**config.mk**
```make
export PLATFORM = sky130hd
export DESIGN_NAME = pkq_order_cmp
export DESIGN_NICKNAME = d
export VERILOG_FILES = /design/src/pkq_pkg.sv /design/src/pkq_order_cmp.sv
export SDC_FILE = /design/constraint.sdc
export NUM_CORES = 1
export LEC_CHECK = 0
export ABC_AREA = 1
export BUFFER_PORTS_ARGS = -buffer_cell sky130_fd_sc_hd__buf_4
export CORE_UTILIZATION = 39
export DETAILED_ROUTE_END_ITERATION = 8
export PLACE_DENSITY_LB_ADDON = 0.25
export SLEW_MARGIN = 20
export SYNTH_ARGS = -nofsm -noshare
export SYNTH_HDL_FRONTEND = slang
export SYNTH_SLANG_ARGS = --single-unit
```
**constraint.sdc**
```tcl
create_clock -name vclk -period 2.5
set_input_delay 0.375 -clock vclk [all_inputs]
set_output_delay 0.375 -clock vclk [all_outputs]
set_load 0.01 [all_outputs]
```
**src/pkq_pkg.sv**
```systemverilog
// ----------------------------------------------------------------------------
// pkq_pkg
// Shared types and codes of the policy keyed heap queue: sequencer states,
// order policy and operation codes, status codes and fixed field widths.
// ----------------------------------------------------------------------------
`default_nettype none

package pkq_pkg;

    // fixed field widths of the channels
    localparam int PID_W      = 8;
    localparam int PRI_W      = 16;
    localparam int TIME_PORT_W = 16;
    localparam int COUNT_W    = 7;
    localparam int POLICY_W   = 2;
    localparam int STATUS_W   = 2;

    // order policy codes
    localparam logic [POLICY_W-1:0] POL_ARRIVAL   = 2'd0;
    localparam logic [POLICY_W-1:0] POL_REMAINING = 2'd1;
    localparam logic [POLICY_W-1:0] POL_PRIORITY  = 2'd2;
    localparam logic [POLICY_W-1:0] POL_PID       = 2'd3;

    // status codes
    localparam logic [STATUS_W-1:0] STAT_OK    = 2'd0;
    localparam logic [STATUS_W-1:0] STAT_FULL  = 2'd1;
    localparam logic [STATUS_W-1:0] STAT_EMPTY = 2'd2;

    // operation codes
    localparam logic MODE_INSERT = 1'b0;
    localparam logic MODE_UPDATE = 1'b1;

    // sequencer states
    typedef enum logic [2:0] {
        ST_IDLE,
        ST_UP_CHK,
        ST_UP_CMP,
        ST_DN_RD,
        ST_DN_CH,
        ST_DN_CMP,
        ST_FIN
    } t_state;

endpackage

`default_nettype wire

```
**src/pkq_order_cmp.sv**
```systemverilog
// ----------------------------------------------------------------------------
// pkq_order_cmp
// Shared order compare: tells whether entry x goes strictly before entry y
// under the selected policy, lower pid breaking ties.
// ----------------------------------------------------------------------------
`default_nettype none

module pkq_order_cmp
    import pkq_pkg::*;
#(
    parameter int TIME_W = 16
) (
    input  wire logic [POLICY_W-1:0] i_policy,
    input  wire logic [PID_W-1:0]    i_x_pid,
    input  wire logic [TIME_W-1:0]   i_x_arrival,
    input  wire logic [TIME_W-1:0]   i_x_remaining,
    input  wire logic [PRI_W-1:0]    i_x_priority,
    input  wire logic [PID_W-1:0]    i_y_pid,
    input  wire logic [TIME_W-1:0]   i_y_arrival,
    input  wire logic [TIME_W-1:0]   i_y_remaining,
    input  wire logic [PRI_W-1:0]    i_y_priority,
    output logic                     o_before
);

    localparam int KEY_W = (TIME_W > PRI_W) ? TIME_W : PRI_W;

    logic [KEY_W-1:0] key_x;
    logic [KEY_W-1:0] key_y;
    logic             pid_lt;
    logic             use_key;

    // primary key select, priority order is reversed
    always_comb begin
        key_x   = '0;
        key_y   = '0;
        use_key = 1'b1;
        unique case (i_policy)
            POL_ARRIVAL: begin
                key_x = KEY_W'(i_x_arrival);
                key_y = KEY_W'(i_y_arrival);
            end
            POL_REMAINING: begin
                key_x = KEY_W'(i_x_remaining);
                key_y = KEY_W'(i_y_remaining);
            end
            POL_PRIORITY: begin
                key_x = KEY_W'(i_y_priority);
                key_y = KEY_W'(i_x_priority);
            end
            default: begin
                use_key = 1'b0;
            end
        endcase
    end

    assign pid_lt = (i_x_pid < i_y_pid);

    // key decides unless equal, then pid
    assign o_before = (use_key && (key_x != key_y)) ? (key_x < key_y) : pid_lt;

endmodule

`default_nettype wire
```
Word level (Yosys, flattened, before mapping)
Cells that the tools add are included.
{"block": "totals", "elab_cells": 12, "regBits": 0, "inputBits": 114, "out_inout_bits": 1}
{"block": "classes", "mux": 4, "n_eq_ne": 3, "magnitude_cmp": 2, "n_reduce_logical": 3}
{"cell": "$pmux 16 s3", "count": 2}
{"cell": "$lt 16x16->1", "count": 1}
{"cell": "$ne 16x16->1", "count": 1}
{"cell": "$lt 8x8->1", "count": 1}
{"cell": "$reduce_or 3->1", "count": 1}
{"cell": "$eq 2x1->1 const B", "count": 1}
{"cell": "$eq 2x2->1 const B", "count": 1}
{"cell": "$logic_not 2->1", "count": 1}
{"cell": "$mux 1", "count": 2}
{"cell": "$logic_and 1x1->1", "count": 1}

Longest topological paths before layout
Gate-level depths: netlist of the first run.
{"block": "depth", "word_depth": 5, "ltp_mapped": 17, "depth_no_buf": 16}

Least setup slack after synthesis of the first run
No wires, ideal clock.
{"block": "synth_path", "path_type": "input to output", "from": "input port i_policy[1]", "to": "output port o_before", "slack_ns": 0.408, "cell_stages": 12, "t_arrival_ns": 1.717, "required_time_ns": 2.125, "path_buffers": 1, "path_cell_list": "inv_2 nor2_4 buf_6 a22o_1 a21oi_2 ha_1 nand2_1 nor2_1 nand2_1 o21ai_1 nand3_1 nand2_1"}
{"block": "synth_between", "elab_chain_cells": 5, "word_cells_on_any_way": 11, "cone_classes": "order compare (1); eq/ne (3); mux (4); reduce/logical (3)"}
{"element": "from (decl)", "line_no": "pkq_order_cmp.sv:13", "rtl": "input wire logic [POLICY_W-1:0] i_policy,"}
{"element": "parallel branches: the longest is 4 deep, another holds $lt 16x16->1"}
{"element": "$mux 1 (*)", "line_no": "pkq_order_cmp.sv:59", "rtl": "assign o_before = (use_key && (key_x != key_y)) ? (key_x < key_y) : pid_lt;"}
{"element": "to (decl)", "line_no": "pkq_order_cmp.sv:22", "rtl": "output logic o_before"}
Mark *: on every way between the ends.

Worst setup path in the final report of the first run
Same ends and word-level chain as after synthesis.

==> results of run 1 <==
[critical path, stage by stage]
cell and delay, ns:
buf_8 0.09, inv_6 0.03, nor2_4 0.13, buf_12 0.14
buf_8 0.13, a22o_1 0.15, a21oi_2 0.04, ha_1 0.31
nand2_2 0.07, nor2_1 0.11, nand2_1 0.08, o21ai_2 0.15
nor2_1 0.05, nand2_1 0.07, nand2_2 0.05, buf_6 0.11
[path summary, 6_finish.rpt]
path / depth (start not counted) / end / slack (ns)
worst max-delay path: 16 / o_before / 0.05
worst min-delay path: 6 / o_before / 1.24
[layout make-up]
cell class	instances	area [um^2]	share of cell area, %
timing repair buffer	123	997.2	44.60
multi-input combinational	179	1100	49.19
inverter	21	83.83	3.749
tap	44	55.05	2.462
[report_power, final]
group | switching (W) | leakage [nW] | internal [W]
clock | 0 | 0 | 0
combinational | 0.000171 | 1.26 | 0.000236
sequential | 0 | 0 | 0
[Yosys cell counts]
cell type and count:
a22o_1 16, inv_2 3, nor2_1 8, buf_2 1, a21oi_1 9, inv_1 18, nor2_4 2, o21a_1 1
nand2_1 86, nand3_1 17, o21ai_1 1, ha_1 23, a21o_1 2, buf_4 3, buf_6 5, a21oi_2 14
[metal layers]
metal,wire (um),vias up
met2,2011,80
met4,15,0
met3,303,2
met5,0,-
met1,1638,769
li1,-,928
[cell families (layout without fill, tap and decap cells)]
kind of cell,count (synthesis),in the layout,share of synthesized area [%]
compound gates,43,43,26.91
simple gates,113,113,36.95
buf+inv,30,144,13.05
fa+ha+maj,23,23,23.09
[timing repair]
action | 4_1_cts | 5_1_grt
hold buffers | 0 | 0
gates resized for setup | 0 | 14
setup endpoints to repair | 0 | 1
setup buffers | 0 | 3
[through the flow]
| stage | cells | TNS [ns] | cell area, um^2 | hold slack, ns |
|---|---|---|---|---|
| finish | 367 | 0 | 2236 | 1.238 |
| global placement | 363 | 0 | 2148 | 1.285 |
| detailed placement | 363 | 0 | 2148 | 1.287 |
| CTS | 363 | 0 | 2148 | 1.293 |
| floorplan | 209 | 0 | 1246 | 0.9976 |
| global route | 367 | -0.07481 | 2236 | 1.281 |
==> run metrics, run 1 <==
Yosys warning total=0; syn_nets=346; Final ANT Viol Nets=0; leakage=1.261 nW; Worst slew margin=89.90%; Remaining DRCs=0; min Tclk post-route=2.452 ns; worst-path fanout max=9; Layout Nets=462; Core ar.=3053 um^2; # IOs=115; final worst slack=0.04791 ns; clock buffers=0; Hold Vio Cnt, Final=0; worst min path class=input port to output port; final setup fails=0; final worst path period share=98.08%; fmax=407.8 MHz; TritonRoute pass-1 iters=4; Max VDD drop=0.1253 mV; gp weighted congestion=0.7677; largest area contributor in the netlist=nand2_1; share of cells above drive strength 1=45.82%; # rows=20; initial antenna violation count=0; Synth cell types=16; worst setup path class=input port to output port; post-DP HPWL=3194 um; met2 Use GR=45.98%; Vias/cell=4.847; dpl ws=0.03722 ns; Design Power=0.0004078 W; Die ar.=3425 um^2; syn_area_per_cell=5.963 um^2; commonest non-fill, non-tap cells in the layout=buf_4, nand2_1, ha_1; Die W=58.53 um; Routed WL=3969 um; most common cell after layout, fill and taps aside=buf_4; Cells after Synth=209; GR Layer Usage met3=1.978%; PD cells=182.4 nW/um^2; Crit. Startpoint=i_policy[1]; GRT Overall Usage=21.73%; FILL cells=289; first-pass GRT wire length=6230 um; worst slew pin tran=0.1515 ns; Buffers on Ports=115; final core occ=73.24%; diode count=0; routed len/inst=10.81 um; initial drt markers=114; Max-Cap Viols=0; sequential share of the synthesized area=0%; hold_sp=i_policy[1]; Die H=58.53 um; mapped cell area=1246 um^2; RSZ-0062 raised after global routing=true; max-slew violation count=0; Worst setup SP type=input port; Critical Path AT=2.08 ns; pin count of the biggest net entering global routing=33; met1 Use GR=24.07%; num sequential=0; endpoint type of the worst setup path=output port; Synth area leaders=nand2_1, ha_1, a22o_1, a21oi_2, nand3_1; Vias=1,779; Layout area overhead=79.42%; initial core utilization=40.82%; status=complete, no violations; Register Area=0 um^2; total global routing overflow=0; Yosys top cell area share=25.90%; busiest layer in global routing=met2; vias in the first global route=1,662; CP Data Required Time=2.12 ns
Power figures use the tool's default switching activity.
==> inputs of run 2 (changes only) <==
Settings changed: CORE_MARGIN set to 1.5, PLACE_DENSITY set to 0.87, PLACE_DENSITY_LB_ADDON 0.25 to unset.
==> run metrics, run 2 (synthesis results as in run 1) <==
status=complete, no violations; dpl ws=0.01649 ns; Max-Cap Viols=0; initial drt markers=72; worst-path fanout max=8; Crit-path slowest cell=ha_1; RSZ-0062 raised after global routing=true; Max VDD drop=0.1165 mV; Vias/cell=4.934; CP Data Required Time=2.12 ns; GRT Overall Usage=21.00%; Non-Filler Instances=366; Hold Vio Cnt, Final=0; worst slew pin tran=0.2154 ns; fmax=405.6 MHz; Die H=59.53 um; min Tclk post-route=2.465 ns; end point of the critical path=o_before; endpoint type of the worst setup path=output port; routed len/inst=11.96 um; Layout Nets=461; post-DP HPWL=3394 um; Buffers on Ports=115; Crit path top cell by count=nand2_1; leakage=1.261 nW; worst min path class=input port to output port; Die ar.=3543 um^2; Final ANT Viol Nets=0; clock buffers=0; commonest non-fill, non-tap cells in the layout=buf_4, nand2_1, ha_1; Layout area overhead=79.42%; Routed WL=4379 um; final worst slack=0.03470 ns; Register Area=0 um^2; pin count of the biggest net entering global routing=33; hold buffers post-CTS=0; num sequential=0; PD cells=187.6 nW/um^2; CP bufs+invs=4; most common cell after layout, fill and taps aside=buf_4; diode count=0; Cells after DPL=363; gp weighted congestion=0.7256; initial antenna violation count=0; CP top delay family=simple AND/OR/NAND/NOR gates; Worst setup SP type=input port; first-pass GRT wire length=6161 um; # rows=20; Vias=1,806; final setup fails=0; # IOs=115; cells along the critical path=buf_8 -> inv_6 -> nor2_4 -> clkbuf_16 -> a22o_1 -> a21oi_2 -> ha_1 -> nand2_1 -> nor2_2 -> nand2_1 -> o21ai_2 -> nor2_1 -> nand2_1 -> nand2_1 -> buf_6; share of cells above drive strength 1=45.34%; CP Depth=15; Worst slew margin=85.61%; initial core utilization=40.82%; final core occ=73.24%; max-slew violation count=0; Remaining DRCs=0; Core ar.=3053 um^2; Critical Path AT=2.09 ns; CP max stage delay=0.29 ns; Crit. Startpoint=i_policy[0]; worst setup path class=input port to output port; TritonRoute pass-1 iters=4; Die W=59.53 um; final worst path period share=98.61%; Design Power=0.0004195 W; vias in the first global route=1,683; total global routing overflow=0
[run 2: cell types whose count changed in the layout (fill, tap and decap cells not counted)]
cell	delta
buf_4	-1
buf_8	-1
clkbuf_16	+1
nand2_1	+1
nand2_2	-1
[run 2: timing repair]
action	4_1_cts	5_1_grt
buffers inserted	0	1
gates resized for setup	0	10
endpoints found under the setup margin	0	1
[run 2: where the power goes]
part,switching (W),internal (W)
Combinational,0.000180,0.000239
Clock,0,0
Sequential,0,0
Total,0.000180,0.000239
[run 2: worst min path at each step]
stage	start	end	slack, ns	cells past startpoint
final	i_policy[0]	o_before	1.24	6
after CTS	i_policy[1]	o_before	1.30	6
after detailed placement	i_policy[1]	o_before	1.29	6
after global routing	i_policy[0]	o_before	1.32	6
after floorplan	i_policy[1]	o_before	1.0	4
after global placement	i_policy[1]	o_before	1.29	6
[run 2: metal layers]
| layer | global-route usage (%) | wire [um] | part of all wire (%) |
|---|---|---|---|
| met4 | 0.9524 | 21 | 0.48 |
| met1 | 22.08 | 1712 | 39 |
| met3 | 3.057 | 352 | 8.0 |
| met2 | 44.58 | 2292 | 52 |
| met5 | 0 | 0 | 0 |
[run 2: through the flow]
| stage | area [um^2] | setup TNS [ns] | hold slack (ns) |
|---|---|---|---|
| final | 2236 | 0 | 1.243 |
| after global routing | 2236 | -0.1035 | 1.321 |
| after CTS | 2148 | 0 | 1.299 |
| after detailed placement | 2148 | 0 | 1.292 |
| after global placement | 2148 | 0 | 1.286 |
| after floorplan | 1246 | 0 | 0.9976 |
[run 2: cell type report]
class | instances | area (um^2)
Multi-Input combinational cell | 179 | 1097
Timing Repair Buffer | 122 | 999.7
Fill cell | 273 | 817.0
Inverter | 21 | 83.83
Tap cell | 44 | 55.05
==> inputs of run 3 (changes only) <==
Settings changed: BUFFER_PORTS_ARGS -buffer_cell sky130_fd_sc_hd__buf_4 to -buffer_cell sky130_fd_sc_hd__buf_2, SETUP_SLACK_MARGIN set to 0.15.
==> run metrics, run 3 (synthesis results as in run 1) <==
RSZ-0062 raised after global routing=true; vias in the first global route=1,662; initial drt markers=60; Max VDD drop=0.08127 mV; Register Area=0 um^2; combinational power share=100.0%; clock buffers=0; endpoint type of the worst setup path=output port; final worst path period share=96.83%; Routed WL=3810 um; Hold Vio Cnt, Final=0; post-DP HPWL=3180 um; Final ANT Viol Nets=0; Remaining DRCs=0; GRT Overall Usage=20.69%; Die W=59.53 um; most common cell after layout, fill and taps aside=buf_2; final setup fails=0; Crit. Startpoint=i_policy[0]; num sequential=0; Die H=59.53 um; initial antenna violation count=0; final hold slack=1.226 ns; Worst setup SP type=input port; worst slew pin tran=0.2111 ns; gp weighted congestion=0.7298; end point of the critical path=o_before; diode count=0; Int Power=0.0001868 W; first-pass GRT wire length=6078 um; leakage=1.177 nW; Flop pwr share=0%; status=complete, no violations; hold buffers post-CTS=0; Vias/cell=4.811; pin count of the biggest net entering global routing=33; Worst slew margin=85.90%; sw frac=47.32%; min Tclk post-route=2.421 ns; Clk pwr share=0%; Core ar.=3053 um^2; PD cells=180.4 nW/um^2; P_sw=0.0001678 W; # IOs=115; # rows=20; footprint of the multi-input gates=1095 um^2; total global routing overflow=0; routed len/inst=10.30 um; FILL cells=296; Max-Cap Viols=0; worst min path class=input port to output port; Critical Path AT=2.05 ns; fmax=413.1 MHz; Die ar.=3543 um^2; Layout area overhead=57.73%; Layout Nets=465; commonest non-fill, non-tap cells in the layout=buf_2, nand2_1, ha_1; Buffers on Ports=115; share of cells above drive strength 1=45.71%; Vias=1,780; worst setup path class=input port to output port; final core occ=64.39%; max-slew violation count=0; Design Power=0.0003546 W; CP Data Required Time=2.12 ns; worst-path fanout max=32; initial core utilization=40.82%; TritonRoute pass-1 iters=4
-- run 3: power groups by stage --
stage	clock (W)	sequential, W	combinational (W)
after floorplan	0	0	0.000203
after global placement	0	0	0.000330
after detailed placement	0	0	0.000337
after CTS	0	0	0.000345
after global routing	0	0	0.000408
final	0	0	0.000355
-- run 3: worst max-delay path, cell delays in order --
cell and delay, ns:
buf_2 0.13, inv_2 0.06, nor2_4 0.09, buf_12 0.18, a22o_1 0.16, a21oi_2 0.04, ha_1 0.29, nand2_1 0.07
nor2_2 0.12, nand2_1 0.09, o21ai_2 0.15, nor2_1 0.05, nand2_1 0.05, nand2_1 0.05, buf_2 0.13
-- run 3: final cells by class --
type	count	area share [%]
Multi-Input combinational cell	179	55.70
Tap cell	44	2.801
Inverter	21	4.265
Timing Repair Buffer	126	37.24
-- run 3: timing repair --
action                                  4_1_cts  5_1_grt
gates resized for setup                       3       10
buffers inserted                              2        0
gates cloned                                  0        2
pin swaps                                     0       13
endpoints found under the setup margin        1        1
-- run 3: how the worst min path moves through the flow --
stage | from | end | slack [ns] | cells after the start
6_report | i_policy[1] | o_before | 1.23 | 6
5_1_grt | i_policy[1] | o_before | 1.30 | 7
4_1_cts | i_policy[0] | o_before | 1.30 | 7
3_5_place_dp | i_policy[0] | o_before | 1.31 | 6
3_3_place_gp | i_policy[0] | o_before | 1.31 | 6
2_1_floorplan | i_policy[1] | o_before | 1.0 | 4
-- run 3: stage by stage --
step	std cells	instance area, um^2	TNS [ns]	setup WS, ns
floorplan	209	1246	0	0.4077
global placement	366	1883	0	0.05884
detailed placement	366	1883	-0.03619	-0.03619
CTS	368	1908	0	0.02441
global route	370	1966	-0.1044	-0.1044
finish	370	1966	0	0.07922
-- run 3: routing by layer --
layer | global-route usage [%] | vias up | wire (um)
met3 | 2.838 | 0 | 310
met1 | 23.77 | 783 | 1610
met5 | 0 | - | 0
met4 | 0.3175 | 0 | 0
li1 | - | 935 | -
met2 | 41.92 | 62 | 1889
